[src/rtl/assert_macros.svh]
// Assertion macros used by the top level of the key state tracker.
`ifndef ASSERT_MACROS_SVH
`define ASSERT_MACROS_SVH

// Same-cycle implication, disabled while reset is asserted.
`define ASSERT_IMPL(label, ante, cons, msg) \
	label: assert property (@(posedge clk) disable iff (!arst_n) (ante) |-> (cons)) \
		else $error(msg);

// Next-cycle implication, disabled while reset is asserted.
`define ASSERT_NEXT(label, ante, cons, msg) \
	label: assert property (@(posedge clk) disable iff (!arst_n) (ante) |=> (cons)) \
		else $error(msg);

`endif

[src/rtl/kset_pkg.sv]
// Package with the operation codes of the key state tracker.
package kset_pkg;

	typedef enum logic [2:0] {
		OP_KEY_DOWN = 3'd0,
		OP_KEY_UP   = 3'd1,
		OP_CHAR     = 3'd2,
		OP_FRAME    = 3'd3,
		OP_CLEAR    = 3'd4,
		OP_POP      = 3'd5,
		OP_QUERY    = 3'd6
	} op_t;

	localparam int KEY_COUNT = 256;
	localparam int CODE_W    = 8;

endpackage

[src/rtl/key_state_edge_tracker_top.sv]
// Top level of the key state tracker with its character queue.
// The block accepts one transaction per clock cycle while the output is not stalled and
// returns exactly one result for each. A transaction is captured in an input register, and
// the map and queue updates are computed in a single pass into the result register when the
// output is free to take them; the result is offered from that register until it is taken.
// The three key maps are flip-flop vectors cleared at once by reset, by a clear transaction
// and, for the pressed and released maps, by a new-frame transaction; no clearing pass is
// needed. The character queue is a small memory with a registered read port that always
// holds the entry at the current read pointer.
`include "assert_macros.svh"

module key_state_edge_tracker_top
	import kset_pkg::*;
#(
	parameter int CHAR_QUEUE_DEPTH = 16,
	localparam int PTR_W = (CHAR_QUEUE_DEPTH > 1) ? $clog2(CHAR_QUEUE_DEPTH) : 1,
	localparam int CNT_W = $clog2(CHAR_QUEUE_DEPTH + 1)
) (
	input  logic              clk,
	input  logic              arst_n,
	input  logic              in_valid,
	output logic              in_ready,
	input  logic [2:0]        op,
	input  logic [CODE_W-1:0] code,
	output logic              out_valid,
	input  logic              out_ready,
	output logic              key_held,
	output logic              key_pressed,
	output logic              key_released,
	output logic [7:0]        char_out,
	output logic              char_available,
	output logic [CNT_W-1:0]  queue_count
);

	logic                  valid_s1;
	op_t                   op_s1;
	logic [CODE_W-1:0]     code_s1;
	logic                  advance;

	logic [KEY_COUNT-1:0]  held_q, pressed_q, released_q;
	logic [KEY_COUNT-1:0]  held_d, pressed_d, released_d;
	logic [PTR_W-1:0]      rd_ptr_q, wr_ptr_q, rd_ptr_d, wr_ptr_d, rd_addr;
	logic [CNT_W-1:0]      count_q, count_d;
	logic                  push;
	logic                  push_we;
	logic [7:0]            char_d;

	logic [7:0]            char_mem [CHAR_QUEUE_DEPTH];
	logic [7:0]            rd_data_q;

	logic                  out_valid_q;
	logic                  key_held_q, key_pressed_q, key_released_q;
	logic [7:0]            char_out_q;
	logic                  char_available_q;
	logic [CNT_W-1:0]      queue_count_q;

	function automatic logic [PTR_W-1:0] ptr_inc(input logic [PTR_W-1:0] p);
		logic [PTR_W-1:0] r;
		if (p == PTR_W'(CHAR_QUEUE_DEPTH - 1)) begin
			r = '0;
		end else begin
			r = p + 1'b1;
		end
		return r;
	endfunction

	assign advance  = valid_s1 && (!out_valid_q || out_ready);
	assign in_ready = !valid_s1 || advance;

	always_ff @(posedge clk or negedge arst_n) begin
		if (!arst_n) begin
			valid_s1 <= 1'b0;
		end else if (in_ready) begin
			valid_s1 <= in_valid;
		end
	end

	always_ff @(posedge clk) begin
		if (in_valid && in_ready) begin
			op_s1   <= op_t'(op);
			code_s1 <= code;
		end
	end

	always_comb begin
		held_d     = held_q;
		pressed_d  = pressed_q;
		released_d = released_q;
		rd_ptr_d   = rd_ptr_q;
		wr_ptr_d   = wr_ptr_q;
		count_d    = count_q;
		push       = 1'b0;
		char_d     = '0;
		unique case (op_s1)
			OP_KEY_DOWN: begin
				if (!held_q[code_s1]) begin
					held_d[code_s1]    = 1'b1;
					pressed_d[code_s1] = 1'b1;
				end
			end
			OP_KEY_UP: begin
				if (held_q[code_s1]) begin
					held_d[code_s1]     = 1'b0;
					released_d[code_s1] = 1'b1;
				end
			end
			OP_CHAR: begin
				push     = 1'b1;
				wr_ptr_d = ptr_inc(wr_ptr_q);
				if (count_q == CNT_W'(CHAR_QUEUE_DEPTH)) begin
					rd_ptr_d = ptr_inc(rd_ptr_q);
				end else begin
					count_d = count_q + 1'b1;
				end
			end
			OP_FRAME: begin
				pressed_d  = '0;
				released_d = '0;
			end
			OP_CLEAR: begin
				held_d     = '0;
				pressed_d  = '0;
				released_d = '0;
				rd_ptr_d   = '0;
				wr_ptr_d   = '0;
				count_d    = '0;
			end
			OP_POP: begin
				if (count_q != '0) begin
					char_d   = rd_data_q;
					rd_ptr_d = ptr_inc(rd_ptr_q);
					count_d  = count_q - 1'b1;
				end
			end
			default: begin
			end
		endcase
	end

	assign push_we = advance && push;
	assign rd_addr = advance ? rd_ptr_d : rd_ptr_q;

	always_ff @(posedge clk or negedge arst_n) begin
		if (!arst_n) begin
			held_q     <= '0;
			pressed_q  <= '0;
			released_q <= '0;
			rd_ptr_q   <= '0;
			wr_ptr_q   <= '0;
			count_q    <= '0;
		end else if (advance) begin
			held_q     <= held_d;
			pressed_q  <= pressed_d;
			released_q <= released_d;
			rd_ptr_q   <= rd_ptr_d;
			wr_ptr_q   <= wr_ptr_d;
			count_q    <= count_d;
		end
	end

	// The read port tracks the read pointer, forwarding a byte written to that same slot.
	always_ff @(posedge clk) begin
		if (push_we) begin
			char_mem[wr_ptr_q] <= code_s1;
		end
		if (push_we && (wr_ptr_q == rd_addr)) begin
			rd_data_q <= code_s1;
		end else begin
			rd_data_q <= char_mem[rd_addr];
		end
	end

	always_ff @(posedge clk or negedge arst_n) begin
		if (!arst_n) begin
			out_valid_q <= 1'b0;
		end else begin
			out_valid_q <= advance || (out_valid_q && !out_ready);
		end
	end

	always_ff @(posedge clk) begin
		if (advance) begin
			key_held_q       <= held_d[code_s1];
			key_pressed_q    <= pressed_d[code_s1];
			key_released_q   <= released_d[code_s1];
			char_out_q       <= char_d;
			char_available_q <= (count_d != '0);
			queue_count_q    <= count_d;
		end
	end

	assign out_valid      = out_valid_q;
	assign key_held       = key_held_q;
	assign key_pressed    = key_pressed_q;
	assign key_released   = key_released_q;
	assign char_out       = char_out_q;
	assign char_available = char_available_q;
	assign queue_count    = queue_count_q;

	`ASSERT_IMPL(a_count_bound, 1'b1, count_q <= CNT_W'(CHAR_QUEUE_DEPTH), "queue count overflow")
	`ASSERT_IMPL(a_avail_match, out_valid_q, char_available_q == (queue_count_q != '0), "char_available mismatch")
	`ASSERT_NEXT(a_down_holds, advance && (op_s1 == OP_KEY_DOWN), key_held_q, "key down not held")
	`ASSERT_IMPL(a_stall_blocks, valid_s1 && out_valid_q && !out_ready, !in_ready, "input taken during stall")

endmodule

[config.mk]
export PLATFORM = sky130hd
export DESIGN_NAME = key_state_edge_tracker_top
export DESIGN_NICKNAME = d
export VERILOG_FILES = /design/src/rtl/kset_pkg.sv /design/src/rtl/key_state_edge_tracker_top.sv
export VERILOG_INCLUDE_DIRS = /design/src /design/src/rtl
export SDC_FILE = /design/constraint.sdc
export NUM_CORES = 2
export LEC_CHECK = 0
export ABC_AREA = 1
export BUFFER_PORTS_ARGS = -buffer_cell sky130_fd_sc_hd__buf_4
export CAP_MARGIN = 20
export CORE_MARGIN = 2
export CORE_UTILIZATION = 45
export DETAILED_ROUTE_END_ITERATION = 12
export MAX_ROUTING_LAYER = met4
export PLACE_DENSITY_LB_ADDON = 0.3
export SYNTH_ARGS = -nofsm -noshare
export SYNTH_HDL_FRONTEND = slang
export SYNTH_SLANG_ARGS = --single-unit
[constraint.sdc]
create_clock -name clk -period 4.1 [get_ports clk]
set_input_delay 0.615 -clock clk [delete_from_list [all_inputs] [get_ports clk]]
set_output_delay 0.615 -clock clk [all_outputs]
set_load 0.05 [all_outputs]
Word level (Yosys, flattened, before mapping)
Memories as Yosys holds them, arrays and structs flattened. A register that Yosys moved wholly into a read port is not among the register bits.
Cells that the tools add are included.
- add/sub/neg operators: 4
- equal/unequal tests: 8
- reductions and logical operators: 18
- bitwise gates (word level): 5
- magnitude comparators: 2
- multiplexer cells: 30
- operator list (kind ; number):
    $mux W256 ; 4
    $pmux W256 S2 ; 2
    $or A256 B256 Y256 ; 3
    $pmux W256 S3 ; 1
    $and A256 B256 Y256 ; 1
    $not A256 Y256 ; 1
    $bmux W1 S8 ; 4
    $mux W4 ; 5
    $pmux W5 S3 ; 1
    $pmux W4 S3 ; 1
    $mux W5 ; 2
    $reduce_bool A5 Y1 ; 2
    $lt A8 B9 Y1 const B ; 1
    $add A4 B1 Y4 const B ; 2
    $demux W1 S8 ; 1
    $eq A4 B4 Y1 const B ; 2
    $ge A8 B1 Y1 const B ; 1
    $mux W1 ; 8
    $pmux W4 S2 ; 1
    $eq A3 B2 Y1 const B ; 2
    $eq A3 B3 Y1 const B ; 2
    $add A5 B1 Y5 const B ; 1
    $eq A5 B5 Y1 const B ; 1
    $logic_and A1 B1 Y1 ; 5
    other kinds (8) ; 13
- output and inout port bits: 19
- memories: 1
- register bits: 811
- input port bits: 15
- RAM bits: 128
- word-level logic and storage cells: 84
- memories (memory ; words ; width ; read ports ; clocked after Yosys merged registers in ; write ports ; line ; source):
    char_mem ; 16 ; 8 ; 1 ; 1 ; 1 ; key_state_edge_tracker_top.sv:48 ; logic [7:0] char_mem [CHAR_QUEUE_DEPTH];

Depth between registers and ports, before layout
- word-level depth: 10
- depth in mapped cells: 32
- gate-level depth less buffers: 28

Worst setup path before layout
No wires, ideal clock.
- path type: reg-to-reg
- start point: reg code_s1[1]
- end point: reg key_released_q, in the netlist key_released (data pin)
- data arrival time: 3050 ps
- required time: 3846 ps
- path slack: 796 ps
- period minus slack after synthesis: 3304 ps
- buffers on the path: 4
- stages on the path, launching flop included: 28
- library setup time: 254 ps
- path through: edfxtp_1 -> buf_2 -> nand2_1 -> buf_2 -> nor2_1 -> nor2_1 -> nand2_1 -> nand2_1 -> nand2_1 -> nor2_1 -> nor2_1 -> nor2_1 -> nand2_1 -> nand2_1 -> nand2_1 -> nor2_4 -> buf_2 -> buf_2 -> nor3_1 -> o21ai_0 -> o21ai_0 -> nand3b_1 -> nor2_1 -> nor2_1 -> nor2_1 -> nand2_1 -> nor2_1 -> nand2_1
- longest elaborated chain between the ends: 9
- elaborated cells on any way between the ends: 12
- classes of those cells: 2 x order compare; 8 x mux; 1 x bitwise; 1 x reduce/logical
- ends and longest elaborated chain (item ; line ; source):
    start, declared ; key_state_edge_tracker_top.sv:37 ; logic [CODE_W-1:0] code_s1;
    start signal, assigned ; key_state_edge_tracker_top.sv:81 ; code_s1 <= code;
    $lt A8 B9 Y1 (implied by the code) or $ge A8 B1 Y1 (tied branches) ; key_state_edge_tracker_top.sv:104 ; released_d[code_s1] = 1'b1;
    $logic_and A1 B1 Y1 (implied by the code) ; key_state_edge_tracker_top.sv:104 ;
    $mux W1 (implied by the code) ; key_state_edge_tracker_top.sv:104 ;
    $demux W1 S8 ; key_state_edge_tracker_top.sv:104 ;
    $or A256 B256 Y256 (no line) ; n/a ;
    $mux W256 ; key_state_edge_tracker_top.sv:102 ; if (held_q[code_s1]) begin
    $pmux W256 S2 ; key_state_edge_tracker_top.sv:94 ; unique case (op_s1)
    $bmux W1 S8 (*) ; key_state_edge_tracker_top.sv:185 ; key_released_q <= released_d[code_s1];
    $mux W1 (implied by the code) (*) ; key_state_edge_tracker_top.sv:185 ;
    end signal, assigned ; key_state_edge_tracker_top.sv:185 ;
    end, declared ; key_state_edge_tracker_top.sv:52 ; logic key_held_q, key_pressed_q, key_released_q;
Every way passes the cells marked *; elsewhere a longest branch is shown, timed or not. The select of a mux whose other input is x is not followed.
A chain may end at the register's enable or synchronous reset.

Worst setup path after layout
- start point: reg code_s1[0]
- end point: reg key_released_q, in the netlist key_released (data pin)
Same word-level chain as after synthesis.

==> impl_metrics.json <==
{
  "fin_ws_ns": -0.261,
  "drive_gt1_share_pct": 11.8,
  "period_needed_ns": 4.36,
  "post_drt_wl_per_cell_um": 22.5,
  "path_class": "register to register",
  "via_count": 66100,
  "yosys.area_share.simple_pct": 29.1,
  "ir_worst_vdd_v": 0.000340,
  "cts_root_buf": "clkbuf_16",
  "drc": 0,
  "ys_seq_area_share_pct": 40.7,
  "critPathCaptureType": "register",
  "violations": "negative setup slack",
  "dieArea_um2": 136000,
  "synth_seq_cells": 943,
  "dpl.cell_count": 10900,
  "max_freq_ghz": 0.229,
  "utilization_pct": 54.6,
  "fin_cells": 11100,
  "syn_area_um2": 59800,
  "antenna_found_initial": 5,
  "die_y_um": 369,
  "finalCritPeriodShare_pct": 106,
  "stdcell_area_um2": 71900,
  "cp.arrival_ns": 4.92,
  "via_per_inst": 5.93,
  "drtPass1Iterations": 8,
  "drt.antenna.violating_nets": 0,
  "synthMuxAreaShare_pct": 0.535,
  "clkSinkCount": 943,
  "placed_cell_area_um2": 66900,
  "drtIter0Drc": 9256,
  "synth_warnings": 0,
  "clkTransAtPathRegs_ns": 0.07,
  "finalSetupTns_ns": -0.583,
  "nets": 9314,
  "rows": 133,
  "status": "complete, but fails checks",
  "path_common_cell": "nand2_1",
  "finalHoldViolCount": 0,
  "fp.dieW_um": 369,
  "synth_xor_area_share_pct": 0.0439,
  "h-tree-depth": 3,
  "io_buffers": 33,
  "clockBufferDepth": 3,
  "synth_top_area_share_pct": 32.7,
  "grt_use_total_pct": 36.7,
  "synth_adder_area_share_pct": 0.146,
  "areaGrowthSynthToFinish_pct": 20.2,
  "synth_compound_area_share_pct": 19.4,
  "layout_common_cells": "2,605 x nand2_1, 1,344 x o21ai_0, 929 x inv_1",
  "synth_top_area_cell": "dfrtp_1",
  "gp_congestion": 1.01,
  "cp_data_required_time_ns": 4.66,
  "max_stage_delay_ns": 0.42,
  "grt_pass1_vias": 60500,
  "slew_headroom_pct": 29.9,
  "p_per_area_nw_per_um2": 408,
  "syn_nets": 8987,
  "startpoint_type": "register",
  "io_pins": 34,
  "initial_utilization_pct": 45.4,
  "place_hpwl_um": 159000,
  "slowest_stage": "edfxtp_1",
  "max_cap_violations": 0,
  "synth_top_family_by_area": "simple AND/OR/NAND/NOR gates",
  "tightest_slew_ns": 1.05,
  "synth_cell_type_count": 47,
  "leakagePower_nw": 31.2,
  "worstPathMaxFanout": 7,
  "setup_violations": 3,
  "rsz0062_at_grt": "yes",
  "wl_um": 251000,
  "grt_pass1_wl_um": 372000,
  "final_common_cell": "nand2_1",
  "finClkSkew_ns": 0.0597,
  "numCtsBuffers": 110,
  "syn_avg_cell_area_um2": 6.67,
  "ys_top_cells_by_area": "dfrtp_1 33%, nand2_1 16%, o21ai_0 11%, edfxtp_1 7.8%, inv_1 5.9%",
  "synth_cells": 8965,
  "cts_tree": "done",
  "grt.overflow.total": 0,
  "drv_slew": 0,
  "hp-class": "input pin to register",
  "clock_latency_ns": 0.80,
  "core_um2": 132000,
  "grt_max_degree": 157
}
-- kinds of logic (layout without fill, tap and decap cells) --
kind of cell,Yosys count,count (layout)
mux,32,32
buf+inv,1576,1996
xor+xnor,3,3
simple gates,4345,4345
other cells,0,4
compound gates,2059,2059
flops,943,943
fa+ha+maj,7,7
-- timing repair --
item                                    in CTS  in global routing
pin swaps                                    4                 52
endpoints found under the setup margin       3                  3
hold endpoints to repair                    61                  0
buffers inserted                             7                 22
hold buffers                                 8                  0
cloned                                       2                 14
gates resized for setup                     41                118
-- Yosys cell counts (all sizes together) --
cell,n
nand2,2632
o21ai,1391
inv,943
nor2,904
dfrtp,783
nand3,660
clkbuf,456
a21oi,238
buf,164
edfxtp,156
o311ai,152
nor3,103
o22ai,42
a21boi,39
a311oi,35
nand4,35
mux2i,32
o21a,32
a221oi,23
a31oi,22
o211ai,22
a211oi,20
clkinv,13
o21bai,13
a22o,11
ha,7
o221ai,7
a41oi,5
nor4,5
o2111ai,5
dfxtp,4
nand3b,4
xor2,2
a311o,1
and3,1
nor3b,1
o31ai,1
xnor2,1
-- sequential cells by signal, indices dropped and copies added, names as in the netlist, named ones only --
| register | count |
|---|---|
| char_available | 1 |
| char_mem | 128 |
| char_out | 8 |
| code_s1 | 8 |
| count_q | 5 |
| held_q | 256 |
| key_held | 1 |
| key_pressed | 1 |
| key_released | 1 |
| op_s1 | 3 |
| out_valid | 1 |
| pressed_q | 256 |
| queue_count | 5 |
| rd_ptr_q | 4 |
| released_q | 256 |
| valid_s1 | 1 |
| wr_ptr_q | 4 |
-- metal layers --
| layer | GRT usage [%] | share of wire, % | up-vias |
|---|---|---|---|
| li1 | - | - | 30000 |
| met1 | 47.6 | 39 | 31000 |
| met2 | 53.0 | 42 | 4129 |
| met3 | 7.92 | 12 | 996 |
| met4 | 20.6 | 6.9 | 0 |
| met5 | - | 0 | - |
-- worst max-delay path: cells and delay by family (launching register included) --
family | cells | cell delay (ns)
AOI/OAI and AO/OA | 1 | 0.05
buffers and inverters | 7 | 1.05
DFF | 1 | 0.42
and+or+nand+nor | 25 | 2.56
-- final cells by class --
cell class | instances | area (um^2)
antenna | 4 | 10.0
clock buffer | 154 | 3120
clock inverter | 51 | 633
fill | 12700 | 59900
inverter | 956 | 3630
multi-input combinational | 6446 | 29900
sequential | 943 | 24400
tap | 1755 | 2200
timing repair buffer | 835 | 8120
-- through the flow --
stage | hold slack (ns) | worst slack, ns | power (mW)
final | 0.0334 | -0.261 | 29.3
after global routing | 0.0170 | -0.378 | 30.4
after CTS | 0.00315 | -0.0771 | 28.8
after detailed placement | 0.466 | -0.338 | 18.4
after global placement | 0.462 | -0.377 | 18.3
after floorplan | 0.319 | 0.796 | 15.5
-- final timing paths --
check,startpoint,endpoint,slack [ns],depth (start not counted)
worst max-delay path,code_s1[0],key_released,-0.26,33
worst min-delay path,code[1],code_s1[1],0.03,1
worst max register to register,code_s1[0],key_released,-0.26,33
worst min register to register,released_q[100],released_q[100],0.48,2
max in group asynchronous,arst_n,held_q[211],2.45,4
min in group asynchronous,arst_n,released_q[52],0.50,2
-- where the power goes --
group | internal (mW) | leakage, nW | switching, mW
Clock | 5.90 | 1.83 | 4.45
Sequential | 10.4 | 12.2 | 0.805
Combinational | 2.44 | 17.2 | 5.31
Total | 18.8 | 31.2 | 10.6
No activity file was read; power rests on OpenSTA's default activity.
